--- src/sv/mlk_pkg.sv ---
// ----------------------------------------------------------------------------
// mlk_pkg
// Shared types, codes and the letter table of the Morse letter keyer.
// ----------------------------------------------------------------------------
`default_nettype none

package mlk_pkg;

   localparam int DEFAULT_MAX_SYMBOLS = 4;
   localparam int DESC_QUEUE_DEPTH    = 2;
   localparam int RSP_QUEUE_DEPTH     = 2;

   localparam int CSR_ADDR_W = 3;
   localparam int CSR_DATA_W = 10;

   // register indexes
   localparam logic [CSR_ADDR_W-1:0] CSR_UNIT_TICKS       = 3'd0;
   localparam logic [CSR_ADDR_W-1:0] CSR_DASH_UNITS       = 3'd1;
   localparam logic [CSR_ADDR_W-1:0] CSR_SYMBOL_GAP_UNITS = 3'd2;
   localparam logic [CSR_ADDR_W-1:0] CSR_LETTER_GAP_UNITS = 3'd3;
   localparam logic [CSR_ADDR_W-1:0] CSR_WORD_GAP_UNITS   = 3'd4;

   localparam logic [9:0] RST_UNIT_TICKS       = 10'd64;
   localparam logic [3:0] RST_DASH_UNITS       = 4'd3;
   localparam logic [3:0] RST_SYMBOL_GAP_UNITS = 4'd1;
   localparam logic [3:0] RST_LETTER_GAP_UNITS = 4'd3;
   localparam logic [3:0] RST_WORD_GAP_UNITS   = 4'd7;

   localparam logic [7:0] CHAR_A     = 8'h61;
   localparam logic [7:0] CHAR_Z     = 8'h7a;
   localparam logic [7:0] CHAR_SPACE = 8'h20;

   // character classes
   localparam int KIND_W = 2;
   localparam logic [KIND_W-1:0] KIND_LETTER = 2'd0;
   localparam logic [KIND_W-1:0] KIND_SPACE  = 2'd1;
   localparam logic [KIND_W-1:0] KIND_BAD    = 2'd2;

   localparam logic [3:0] DOT_UNITS = 4'd1;

   typedef struct packed {
      logic [9:0] unit_ticks;
      logic [3:0] dash_units;
      logic [3:0] symbol_gap_units;
      logic [3:0] letter_gap_units;
      logic [3:0] word_gap_units;
   } cfg_type;

   typedef struct packed {
      logic        light_on;
      logic [3:0]  units;
      logic [13:0] duration_ticks;
      logic        bad_char;
      logic        last;
   } rsp_type;

   // symbol count of letter a + idx
   function automatic logic [2:0] code_len(input logic [4:0] idx);
      logic [2:0] len;
      unique case (idx)
         5'd0:  len = 3'd2;  5'd1:  len = 3'd4;  5'd2:  len = 3'd4;
         5'd3:  len = 3'd3;  5'd4:  len = 3'd1;  5'd5:  len = 3'd4;
         5'd6:  len = 3'd3;  5'd7:  len = 3'd4;  5'd8:  len = 3'd2;
         5'd9:  len = 3'd4;  5'd10: len = 3'd3;  5'd11: len = 3'd4;
         5'd12: len = 3'd2;  5'd13: len = 3'd2;  5'd14: len = 3'd3;
         5'd15: len = 3'd4;  5'd16: len = 3'd4;  5'd17: len = 3'd3;
         5'd18: len = 3'd3;  5'd19: len = 3'd1;  5'd20: len = 3'd3;
         5'd21: len = 3'd4;  5'd22: len = 3'd3;  5'd23: len = 3'd4;
         5'd24: len = 3'd4;  5'd25: len = 3'd4;
         default: len = 3'd0;
      endcase
      return len;
   endfunction

   // dash mask of letter a + idx, bit i set for a dash at symbol i
   function automatic logic [3:0] code_dash(input logic [4:0] idx);
      logic [3:0] mask;
      unique case (idx)
         5'd0:  mask = 4'd2;  5'd1:  mask = 4'd1;  5'd2:  mask = 4'd5;
         5'd3:  mask = 4'd1;  5'd4:  mask = 4'd0;  5'd5:  mask = 4'd4;
         5'd6:  mask = 4'd3;  5'd7:  mask = 4'd0;  5'd8:  mask = 4'd0;
         5'd9:  mask = 4'd14; 5'd10: mask = 4'd5;  5'd11: mask = 4'd2;
         5'd12: mask = 4'd3;  5'd13: mask = 4'd1;  5'd14: mask = 4'd7;
         5'd15: mask = 4'd6;  5'd16: mask = 4'd11; 5'd17: mask = 4'd2;
         5'd18: mask = 4'd0;  5'd19: mask = 4'd1;  5'd20: mask = 4'd4;
         5'd21: mask = 4'd8;  5'd22: mask = 4'd6;  5'd23: mask = 4'd9;
         5'd24: mask = 4'd13; 5'd25: mask = 4'd3;
         default: mask = 4'd0;
      endcase
      return mask;
   endfunction

endpackage

`default_nettype wire

--- src/sv/morse_letter_keyer.sv ---
// ----------------------------------------------------------------------------
// morse_letter_keyer
// Turns one character into the on/off light segments of its Morse code.
// ----------------------------------------------------------------------------
//  channel   ports                         direction   transfer when
//  req       req_push/req_full/character   in          req_push && !req_full
//  rsp       rsp_pop/rsp_empty/fields      out         rsp_pop && !rsp_empty
//  csr       csr_we/csr_addr/csr_wdata     in          csr_we
//
//  a letter of n symbols gives 2n+1 segments, a space or bad byte gives one;
//  the back sequencer emits one segment per cycle while the result queue has
//  room, a letter holds it for all its segments and the next character starts
//  in the following cycle; a first segment passes both queues before it shows
//  reset clears both queues, the sequencer and loads register defaults
//  req_full rises when the descriptor queue is full; rsp_pop low stalls
//  the sequencer through the result queue
// ----------------------------------------------------------------------------
`default_nettype none

module morse_letter_keyer #(
   parameter int MAX_SYMBOLS = mlk_pkg::DEFAULT_MAX_SYMBOLS
) (
   input  wire logic                           clock,
   input  wire logic                           reset,
   input  wire logic                           req_push,
   output logic                                req_full,
   input  wire logic [7:0]                     req_character,
   output logic                                rsp_empty,
   input  wire logic                           rsp_pop,
   output logic                                rsp_light_on,
   output logic      [3:0]                     rsp_units,
   output logic      [13:0]                    rsp_duration_ticks,
   output logic                                rsp_bad_char,
   output logic                                rsp_last,
   input  wire logic                           csr_we,
   input  wire logic [mlk_pkg::CSR_ADDR_W-1:0] csr_addr,
   input  wire logic [mlk_pkg::CSR_DATA_W-1:0] csr_wdata
);

   import mlk_pkg::*;

   localparam int LW = $clog2(MAX_SYMBOLS + 1);

   typedef struct packed {
      logic [KIND_W-1:0]      kind;
      logic [LW-1:0]          len;
      logic [MAX_SYMBOLS-1:0] mask;
   } desc_type;

   cfg_type  cfg_ff, cfg_in;
   desc_type front_desc, back_desc;
   logic     desc_empty, desc_pop;
   rsp_type  seg, rsp;
   logic     seg_push, seg_full;

   // configuration registers
   always_comb begin
      cfg_in = cfg_ff;
      if (csr_we) begin
         unique case (csr_addr)
            CSR_UNIT_TICKS:       cfg_in.unit_ticks       = csr_wdata[9:0];
            CSR_DASH_UNITS:       cfg_in.dash_units       = csr_wdata[3:0];
            CSR_SYMBOL_GAP_UNITS: cfg_in.symbol_gap_units = csr_wdata[3:0];
            CSR_LETTER_GAP_UNITS: cfg_in.letter_gap_units = csr_wdata[3:0];
            CSR_WORD_GAP_UNITS:   cfg_in.word_gap_units   = csr_wdata[3:0];
            default:              cfg_in = cfg_ff;
         endcase
      end
   end

   always_ff @(posedge clock) begin
      if (reset) begin
         cfg_ff.unit_ticks       <= RST_UNIT_TICKS;
         cfg_ff.dash_units       <= RST_DASH_UNITS;
         cfg_ff.symbol_gap_units <= RST_SYMBOL_GAP_UNITS;
         cfg_ff.letter_gap_units <= RST_LETTER_GAP_UNITS;
         cfg_ff.word_gap_units   <= RST_WORD_GAP_UNITS;
      end else begin
         cfg_ff <= cfg_in;
      end
   end

   mlk_front #(
      .MAX_SYMBOLS (MAX_SYMBOLS),
      .LW          (LW)
   ) u_front (
      .req_character (req_character),
      .desc_kind     (front_desc.kind),
      .desc_len      (front_desc.len),
      .desc_mask     (front_desc.mask)
   );

   mlk_queue #(
      .WIDTH ($bits(desc_type)),
      .DEPTH (DESC_QUEUE_DEPTH)
   ) u_desc_queue (
      .clock    (clock),
      .reset    (reset),
      .push     (req_push),
      .data_in  (front_desc),
      .full     (req_full),
      .pop      (desc_pop),
      .data_out (back_desc),
      .empty    (desc_empty)
   );

   mlk_back #(
      .MAX_SYMBOLS (MAX_SYMBOLS),
      .LW          (LW)
   ) u_back (
      .clock      (clock),
      .reset      (reset),
      .cfg        (cfg_ff),
      .desc_valid (!desc_empty),
      .desc_kind  (back_desc.kind),
      .desc_len   (back_desc.len),
      .desc_mask  (back_desc.mask),
      .desc_pop   (desc_pop),
      .seg_full   (seg_full),
      .seg_push   (seg_push),
      .seg        (seg)
   );

   mlk_queue #(
      .WIDTH ($bits(rsp_type)),
      .DEPTH (RSP_QUEUE_DEPTH)
   ) u_rsp_queue (
      .clock    (clock),
      .reset    (reset),
      .push     (seg_push),
      .data_in  (seg),
      .full     (seg_full),
      .pop      (rsp_pop),
      .data_out (rsp),
      .empty    (rsp_empty)
   );

   assign rsp_light_on       = rsp.light_on;
   assign rsp_units          = rsp.units;
   assign rsp_duration_ticks = rsp.duration_ticks;
   assign rsp_bad_char       = rsp.bad_char;
   assign rsp_last           = rsp.last;

endmodule

`default_nettype wire

--- src/sv/mlk_queue.sv ---
// ----------------------------------------------------------------------------
// mlk_queue
// Small register queue with push/full and pop/empty sides.
// ----------------------------------------------------------------------------
`default_nettype none

module mlk_queue #(
   parameter int WIDTH = 1,
   parameter int DEPTH = 2
) (
   input  wire logic             clock,
   input  wire logic             reset,
   input  wire logic             push,
   input  wire logic [WIDTH-1:0] data_in,
   output logic                  full,
   input  wire logic             pop,
   output logic      [WIDTH-1:0] data_out,
   output logic                  empty
);

   localparam int PW = (DEPTH > 1) ? $clog2(DEPTH) : 1;
   localparam int CW = $clog2(DEPTH + 1);

   logic [WIDTH-1:0] mem_ff [DEPTH];
   logic [PW-1:0]    wr_ptr_ff, wr_ptr_in;
   logic [PW-1:0]    rd_ptr_ff, rd_ptr_in;
   logic [CW-1:0]    count_ff, count_in;
   logic             do_push, do_pop;

   assign full     = (count_ff == CW'(DEPTH));
   assign empty    = (count_ff == '0);
   assign do_push  = push && !full;
   assign do_pop   = pop && !empty;
   assign data_out = mem_ff[rd_ptr_ff];

   always_comb begin
      wr_ptr_in = wr_ptr_ff;
      rd_ptr_in = rd_ptr_ff;
      count_in  = count_ff;
      if (do_push) begin
         wr_ptr_in = (wr_ptr_ff == PW'(DEPTH - 1)) ? '0 : wr_ptr_ff + 1'b1;
      end
      if (do_pop) begin
         rd_ptr_in = (rd_ptr_ff == PW'(DEPTH - 1)) ? '0 : rd_ptr_ff + 1'b1;
      end
      if (do_push && !do_pop) begin
         count_in = count_ff + 1'b1;
      end else if (!do_push && do_pop) begin
         count_in = count_ff - 1'b1;
      end
   end

   always_ff @(posedge clock) begin
      if (reset) begin
         wr_ptr_ff <= '0;
         rd_ptr_ff <= '0;
         count_ff  <= '0;
      end else begin
         wr_ptr_ff <= wr_ptr_in;
         rd_ptr_ff <= rd_ptr_in;
         count_ff  <= count_in;
      end
   end

   always_ff @(posedge clock) begin
      if (do_push) begin
         mem_ff[wr_ptr_ff] <= data_in;
      end
   end

endmodule

`default_nettype wire

--- src/sv/mlk_front.sv ---
// ----------------------------------------------------------------------------
// mlk_front
// Classifies a character and looks up its symbol count and dash mask.
// ----------------------------------------------------------------------------
`default_nettype none

module mlk_front #(
   parameter int MAX_SYMBOLS = 4,
   parameter int LW          = $clog2(MAX_SYMBOLS + 1)
) (
   input  wire logic [7:0]                 req_character,
   output logic      [mlk_pkg::KIND_W-1:0] desc_kind,
   output logic      [LW-1:0]              desc_len,
   output logic      [MAX_SYMBOLS-1:0]     desc_mask
);

   import mlk_pkg::*;

   logic [4:0] letter_idx;
   logic       is_letter;

   assign letter_idx = 5'(req_character - CHAR_A);
   assign is_letter  = (req_character >= CHAR_A) && (req_character <= CHAR_Z);

   always_comb begin
      desc_len  = '0;
      desc_mask = '0;
      if (req_character == CHAR_SPACE) begin
         desc_kind = KIND_SPACE;
      end else if (is_letter) begin
         desc_kind = KIND_LETTER;
         desc_len  = LW'(code_len(letter_idx));
         desc_mask = MAX_SYMBOLS'(code_dash(letter_idx));
      end else begin
         desc_kind = KIND_BAD;
      end
   end

endmodule

`default_nettype wire

--- src/sv/mlk_back.sv ---
// ----------------------------------------------------------------------------
// mlk_back
// Segment sequencer: walks one descriptor, one segment per unstalled cycle.
// ----------------------------------------------------------------------------
`default_nettype none

module mlk_back #(
   parameter int MAX_SYMBOLS = 4,
   parameter int LW          = $clog2(MAX_SYMBOLS + 1)
) (
   input  wire logic                            clock,
   input  wire logic                            reset,
   input  wire mlk_pkg::cfg_type                cfg,
   input  wire logic                            desc_valid,
   input  wire logic [mlk_pkg::KIND_W-1:0]      desc_kind,
   input  wire logic [LW-1:0]                   desc_len,
   input  wire logic [MAX_SYMBOLS-1:0]          desc_mask,
   output logic                                 desc_pop,
   input  wire logic                            seg_full,
   output logic                                 seg_push,
   output mlk_pkg::rsp_type                     seg
);

   import mlk_pkg::*;

   localparam int SW = (MAX_SYMBOLS > 1) ? $clog2(MAX_SYMBOLS) : 1;

   logic [LW-1:0] sym_ff, sym_in;
   logic          gap_ff, gap_in;
   logic [SW-1:0] sym_idx;
   logic [3:0]    seg_units;

   assign sym_idx  = sym_ff[SW-1:0];
   assign seg_push = desc_valid && !seg_full;
   assign desc_pop = seg_push && seg.last;

   always_comb begin
      seg.light_on = 1'b0;
      seg.bad_char = 1'b0;
      seg.last     = 1'b0;
      seg_units    = '0;
      unique case (desc_kind)
         KIND_SPACE: begin
            seg_units = cfg.word_gap_units;
            seg.last  = 1'b1;
         end
         KIND_LETTER: begin
            if (sym_ff == desc_len) begin
               seg_units = cfg.letter_gap_units;
               seg.last  = 1'b1;
            end else if (!gap_ff) begin
               seg.light_on = 1'b1;
               seg_units    = desc_mask[sym_idx] ? cfg.dash_units : DOT_UNITS;
            end else begin
               seg_units = cfg.symbol_gap_units;
            end
         end
         default: begin
            seg.bad_char = 1'b1;
            seg.last     = 1'b1;
         end
      endcase
      seg.units          = seg_units;
      seg.duration_ticks = 14'(seg_units) * 14'(cfg.unit_ticks);
   end

   always_comb begin
      sym_in = sym_ff;
      gap_in = gap_ff;
      if (seg_push) begin
         if (seg.last) begin
            sym_in = '0;
            gap_in = 1'b0;
         end else if (!gap_ff) begin
            gap_in = 1'b1;
         end else begin
            gap_in = 1'b0;
            sym_in = sym_ff + 1'b1;
         end
      end
   end

   always_ff @(posedge clock) begin
      if (reset) begin
         sym_ff <= '0;
         gap_ff <= 1'b0;
      end else begin
         sym_ff <= sym_in;
         gap_ff <= gap_in;
      end
   end

endmodule

`default_nettype wire

--- config.mk ---
export PLATFORM = sky130hd
export DESIGN_NAME = morse_letter_keyer
export DESIGN_NICKNAME = d
export VERILOG_FILES = /design/src/sv/mlk_pkg.sv /design/src/sv/morse_letter_keyer.sv /design/src/sv/mlk_queue.sv /design/src/sv/mlk_front.sv /design/src/sv/mlk_back.sv
export SDC_FILE = /design/constraint.sdc
export NUM_CORES = 1
export LEC_CHECK = 0
export ABC_AREA = 1
export ABC_CLOCK_PERIOD_IN_PS = 5600
export BUFFER_PORTS_ARGS = -buffer_cell sky130_fd_sc_hd__buf_4
export CAP_MARGIN = 0
export CORE_MARGIN = 4
export CORE_UTILIZATION = 32
export CTS_CLUSTER_DIAMETER = 60
export DETAILED_ROUTE_END_ITERATION = 6
export PLACE_DENSITY = 0.55
export SLEW_MARGIN = 15
export SYNTH_ARGS = -nofsm -noshare
export SYNTH_HDL_FRONTEND = slang
export SYNTH_HIERARCHICAL = 1
export SYNTH_SLANG_ARGS = --single-unit
--- constraint.sdc ---
create_clock -name clock -period 5.6 [get_ports clock]
set_clock_uncertainty 0.05 [all_clocks]
set_input_delay 0.56 -clock clock [delete_from_list [all_inputs] [get_ports clock]]
set_output_delay 0.56 -clock clock [all_outputs]
set_load 0.01 [all_outputs]
Word level (Yosys, flattened, before mapping)
Memory sizes are Yosys's and may differ from the RTL's. A register that Yosys moved wholly into a read port is not among the register bits.
Index checks and enable logic that the tools add are counted.
Widths: inputs -> output; s select.

storage, ports and cells
  word-level logic and storage cells = 110
  memory bits (read-only) = 224
  memories kept = 4
  register bits = 38
  bits in writable memories = 60

cells by class
  multiply operators = 1
  magnitude comparators = 3
  reductions and logical operators = 33
  muxes and demuxes = 37
  equal/unequal tests = 9
  add/sub/neg operators = 10

memory list
  name                 depth  bits a word  read ports  clocked after Yosys merged registers in  write ports  RTL line         text
  (name not given)     32     4            1           0                                        0            mlk_pkg.sv:78    unique case (idx)
  (name not given)     32     3            1           0                                        0            mlk_pkg.sv:60    unique case (idx)
  u_rsp_queue.mem_ff   2      21           1           1                                        1            mlk_queue.sv:24  logic [WIDTH-1:0] mem_ff [DEPTH];
  u_desc_queue.mem_ff  2      9            1           1                                        1            mlk_queue.sv:24

operator list
  kind                 count
  $mux 1               20
  $mux 4               5
  $mul 4x10->14        1
  $mux 2               6
  $mux 3               4
  $reduce_and 2->1     6
  $logic_and 1x1->1    11
  $eq 8x6->1 const B   1
  $ge 8x7->1 const B   1
  $le 8x7->1 const B   1
  $logic_not 1->1      8
  $pmux 4 s2           1
  $eq 3x2->1 const B   2
  $logic_not 2->1      3
  $reduce_bool 2->1    3
  $sub 5x1->5 const B  1
  $add 1x1->1 const B  4
  $add 2x1->2 const B  2
  $eq 2x2->1 const B   2
  $sub 2x1->2 const B  2
  $add 3x1->3 const B  1
  $eq 3x1->1 const B   1
  $eq 3x3->1           1
  $eq 3x3->1 const B   1
  5 further kinds      5

Depth between registers and ports, before layout
  depth in word-level cells = 8
  depth in mapped cells = 20

By module
The synthesis kept the hierarchy.

by module, submodules not included
  module                     area each (µm²)  instances  cells an instance
  mlk_queue at u_rsp_queue   1765.4           1          102
  mlk_back                   1761.7           1          275
  morse_letter_keyer         1121.1           1          162
  mlk_queue at u_desc_queue  899.6            1          65
  mlk_front                  673.1            1          135

Least setup slack after synthesis
No wires, ideal clock.

  path kind = register -> register
  from = register (tool-made name)
  to = memory u_rsp_queue/mem_ff[0][15] (netlist bit) (data pin)
  clock period less this slack = 3963 ps
  buffers on the path = 1
  slack = 1637 ps
  setup time = 257 ps
  stages on the path, launching flop included = 18
  data arrival time = 3656 ps
  required time = 5293 ps
  cells stage by stage = dfxtp_1 > buf_2 > mux2_2 > xnor2_2 > nand3_2 > nand3_1 > nand3_2 > nand2_1 > nand2_1 > fa_1 > fa_1 > inv_1 > ha_1 > nand2_1 > o21ai_0 > nand3_1 > nand4_1 > nand2_1

RTL lines
  element           RTL line
  end: declaration  mlk_queue.sv:24

==> summary.txt <==
Metal3 WL: 596 um
Vias: 4710
I/O pin count: 49
Clk root buf: clkbuf_16
Critical path capture point type: register
N_diodes: 0
Resized Gates After CTS: 0
Yosys Warn Count: 6
Unique masters post-synth: 39
Largest family of logic cells by synthesized area: simple AND/OR/NAND/NOR gates
Post-synthesis simple-gate area fraction: 25.2%
Layout overhead on the synthesized area: 14.5%
Hold path cells: 3
Global-route wire length before repair: 21.8 mm
Post-synthesis mux area share: 5.43%
R2r endpoint: u_rsp_queue/mem_ff[0][15]
Placed insts: 1038
Outcome: finished, final reports clean
Crit-path max FO: 10
Wire per inst: 12.3 um
Metal1 wirelength: 6.83 mm
RSZ-0062 raised after global routing: false
Flop2flop setup slack: 1.20 ns
#FFs+latches synth: 100
Critical Path AT: 4.45 ns
Top cells by area, synth: edfxtp_1, dfxtp_1, nand2_1
Pre-antenna DRT Iters: 7
Non-filler cells, final: 1054
Hold Violations, Final: 0
Fillers: 1999
Reg2reg path depth: 18
Highest metal used: met4
Core Area: 18900 um^2
Via/cell ratio: 4.47
Syn_nets: 810
CP startpoint kind: register
Minimum clock period: 4.40 ns
Setup TNS: 0 ns
Mapped Area: 6220 um^2
Largest net degree at the start of global routing: 27
Worst-margin pin slew: 0.918 ns
ANT nets after route: 0
Die H: 147 um
Pwr/cell area: 351 nW/um^2
Final #Nets: 860
Worst hold path endpoint: cfg_ff[22]
Die W: 147 um
DRC viols: 0
DR iter-0 viols: 243
Longest Clk Path Bufs: 2
CTS Hold Bufs: 0
Commonest non-fill, non-tap cell in the layout: nand2_1
Post-Synth XOR/XNOR Area: 2.37%
Setup bufs post-CTS: 0
Share of the synthesized area in the top cell type: 29.0%
Final Setup Violations: 0
Adder-Cell Fraction of Synth Area: 11.0%
Max Cap Viol: 0
Leakage power: 3.16 nW
Post-Route WL: 13.0 mm
Layout cell share with drive strength beyond 1: 17.8%
Number of port buffers: 48
Synth Area in Compound Gates: 6.09%
Slew HR: 38.7%
TritonCTS buffer count: 9
Vias in the first global route: 4412
Worst Path Required: 5.65 ns
Grt ovf: 0
Max-slew violations: 0
Initial Utilization: 32.9%
Worst VDD drop: 0.152 mV
Total Routing Usage GR: 12.3%
Num rows: 50
Mapped Avg Cell Area: 8.42 um^2
Worst Hold Launch: csr_wdata[6]
Clock transition at path regs: 0.06 ns
Routability cong.: 0.858
Die Footprint: 21700 um^2
Register area share after synthesis: 41.8%
CTS Sinks: 100
Final worst-path cycle share: 78.6%
Max Fclk: 0.227 GHz
Clock Latency Late Sink: 0.35 ns
H-tree depth: 3
Synthesized instance count: 739
Wire length on met2: 5.40 mm
Initial antenna violation count: 0
DP Wirelength: 9.82 mm
CTS tree: yes
Commonest non-fill, non-tap cells in the layout: nand2_1, inv_1, nor2_1
Yosys top cell by area: edfxtp_1
Worst Hold Class: in -> reg
Worst setup path class: reg -> reg
==> per-stage QoR <==
stage / total power, mW / util, % / setup WS, ns / hold slack (ns) / area [um^2]
final: 2.50 / 37.7 / 1.20 / 0.360 / 7120
after global routing: 2.68 / 37.7 / 0.772 / 0.371 / 7120
after CTS: 2.54 / 37.7 / 1.16 / 0.347 / 7120
after detailed placement: 1.95 / 36.3 / 1.16 / 0.405 / 6850
after global placement: 1.95 / 36.3 / 1.27 / 0.395 / 6850
after floorplan: 1.66 / - / 1.64 / 0.379 / 6220
==> registers in the layout, summed over array words and instances, names as in the netlist, named ones only <==
| register | count |
|---|---|
| u_desc_queue/count_ff | 2 |
| u_desc_queue/rd_ptr_ff | 1 |
| u_back/gap_ff | 1 |
| u_rsp_queue/count_ff | 2 |
| cfg_ff | 26 |
| u_desc_queue/mem_ff | 18 |
| u_rsp_queue/mem_ff | 42 |
| u_rsp_queue/rd_ptr_ff | 1 |
| u_desc_queue/wr_ptr_ff | 1 |
| u_back/sym_ff | 3 |
| u_rsp_queue/wr_ptr_ff | 1 |
==> worst max-delay path: stages, from the launching register on <==
cell and delay (ns):
dfxtp_1 0.55, mux2_2 0.40, inv_1 0.06, nand2_1 0.04, nand2_1 0.13, nand3_2 0.15, nand3_1 0.14, nand3_2 0.18
nand2_1 0.17, nand2_1 0.09, fa_1 0.50, fa_1 0.60, inv_1 0.06, ha_1 0.26, nand2_1 0.05, o21ai_0 0.35
nand3_1 0.16, nand4_1 0.12, nand2_1 0.07
==> routing by layer <==
metal,track usage (%),vias up
li1,-,2493
met1,18.1,2107
met2,18.0,98
met3,2.70,12
met4,3.63,0
met5,0,-
==> power by group <==
part / total [mW] / leakage, nW / internal (mW) / switching, mW
combinational: 0.874 / 2.13 / 0.364 / 0.510
clock: 0.572 / 0.138 / 0.311 / 0.262
sequential: 1.05 / 0.892 / 0.968 / 0.0847
==> how the worst max path moves through the flow <==
stage / start / to / slack, ns
6_report: register / u_rsp_queue/mem_ff[0][15] / 1.20
5_1_grt: register / u_rsp_queue/mem_ff[1][15] / 0.77
3_5_place_dp: register / u_rsp_queue/mem_ff[0][15] / 1.16
2_1_floorplan: register / u_rsp_queue/mem_ff[0][15] / 1.64
3_3_place_gp: register / u_rsp_queue/mem_ff[0][15] / 1.27
4_1_cts: register / u_rsp_queue/mem_ff[1][15] / 1.16
==> cell usage after synthesis <==
library cell,number
o21bai_1,2
xnor2_2,1
clkbuf_1,3
ha_1,29
a31oi_1,2
o21ai_2,4
nor3_1,3
edfxtp_1,60
nor2_1,78
a21oi_1,46
o22ai_1,1
o21ai_0,13
mux2_2,30
nor4_1,1
dfxtp_1,40
nand2_1,166
buf_6,1
nor2_2,5
buf_2,2
nand2_4,3
nor2_4,3
nand3_1,63
xnor2_1,5
nand4_1,8
and2_1,2
o21ai_1,3
nand3b_1,4
xor2_1,5
clkinv_1,1
inv_1,101
nand2_2,10
xor2_4,1
or2_1,2
inv_2,14
or2_2,1
buf_4,5
fa_1,16
xor2_2,1
nand3_2,4
==> logic make-up after synthesis <==
kind of cell	after synthesis
buffers and inverters	127
AO/OA/AOI/OAI	71
adder cells (fa/ha/maj)	45
AND/OR/NAND/NOR	353
multiplexers	30
XOR/XNOR	13
flip-flops	100
==> final cells by class <==
class / instances / area, um^2 / share of cell area (%)
clock buffer: 11 / 243 / 3.41
clock inverter: 5 / 26.3 / 0.369
inverter: 116 / 435 / 6.11
multi-input combinational: 512 / 3110 / 43.7
sequential: 100 / 2600 / 36.5
tap: 260 / 325 / 4.57
timing repair buffer: 50 / 375 / 5.27
(Power assumes the default switching activity.)
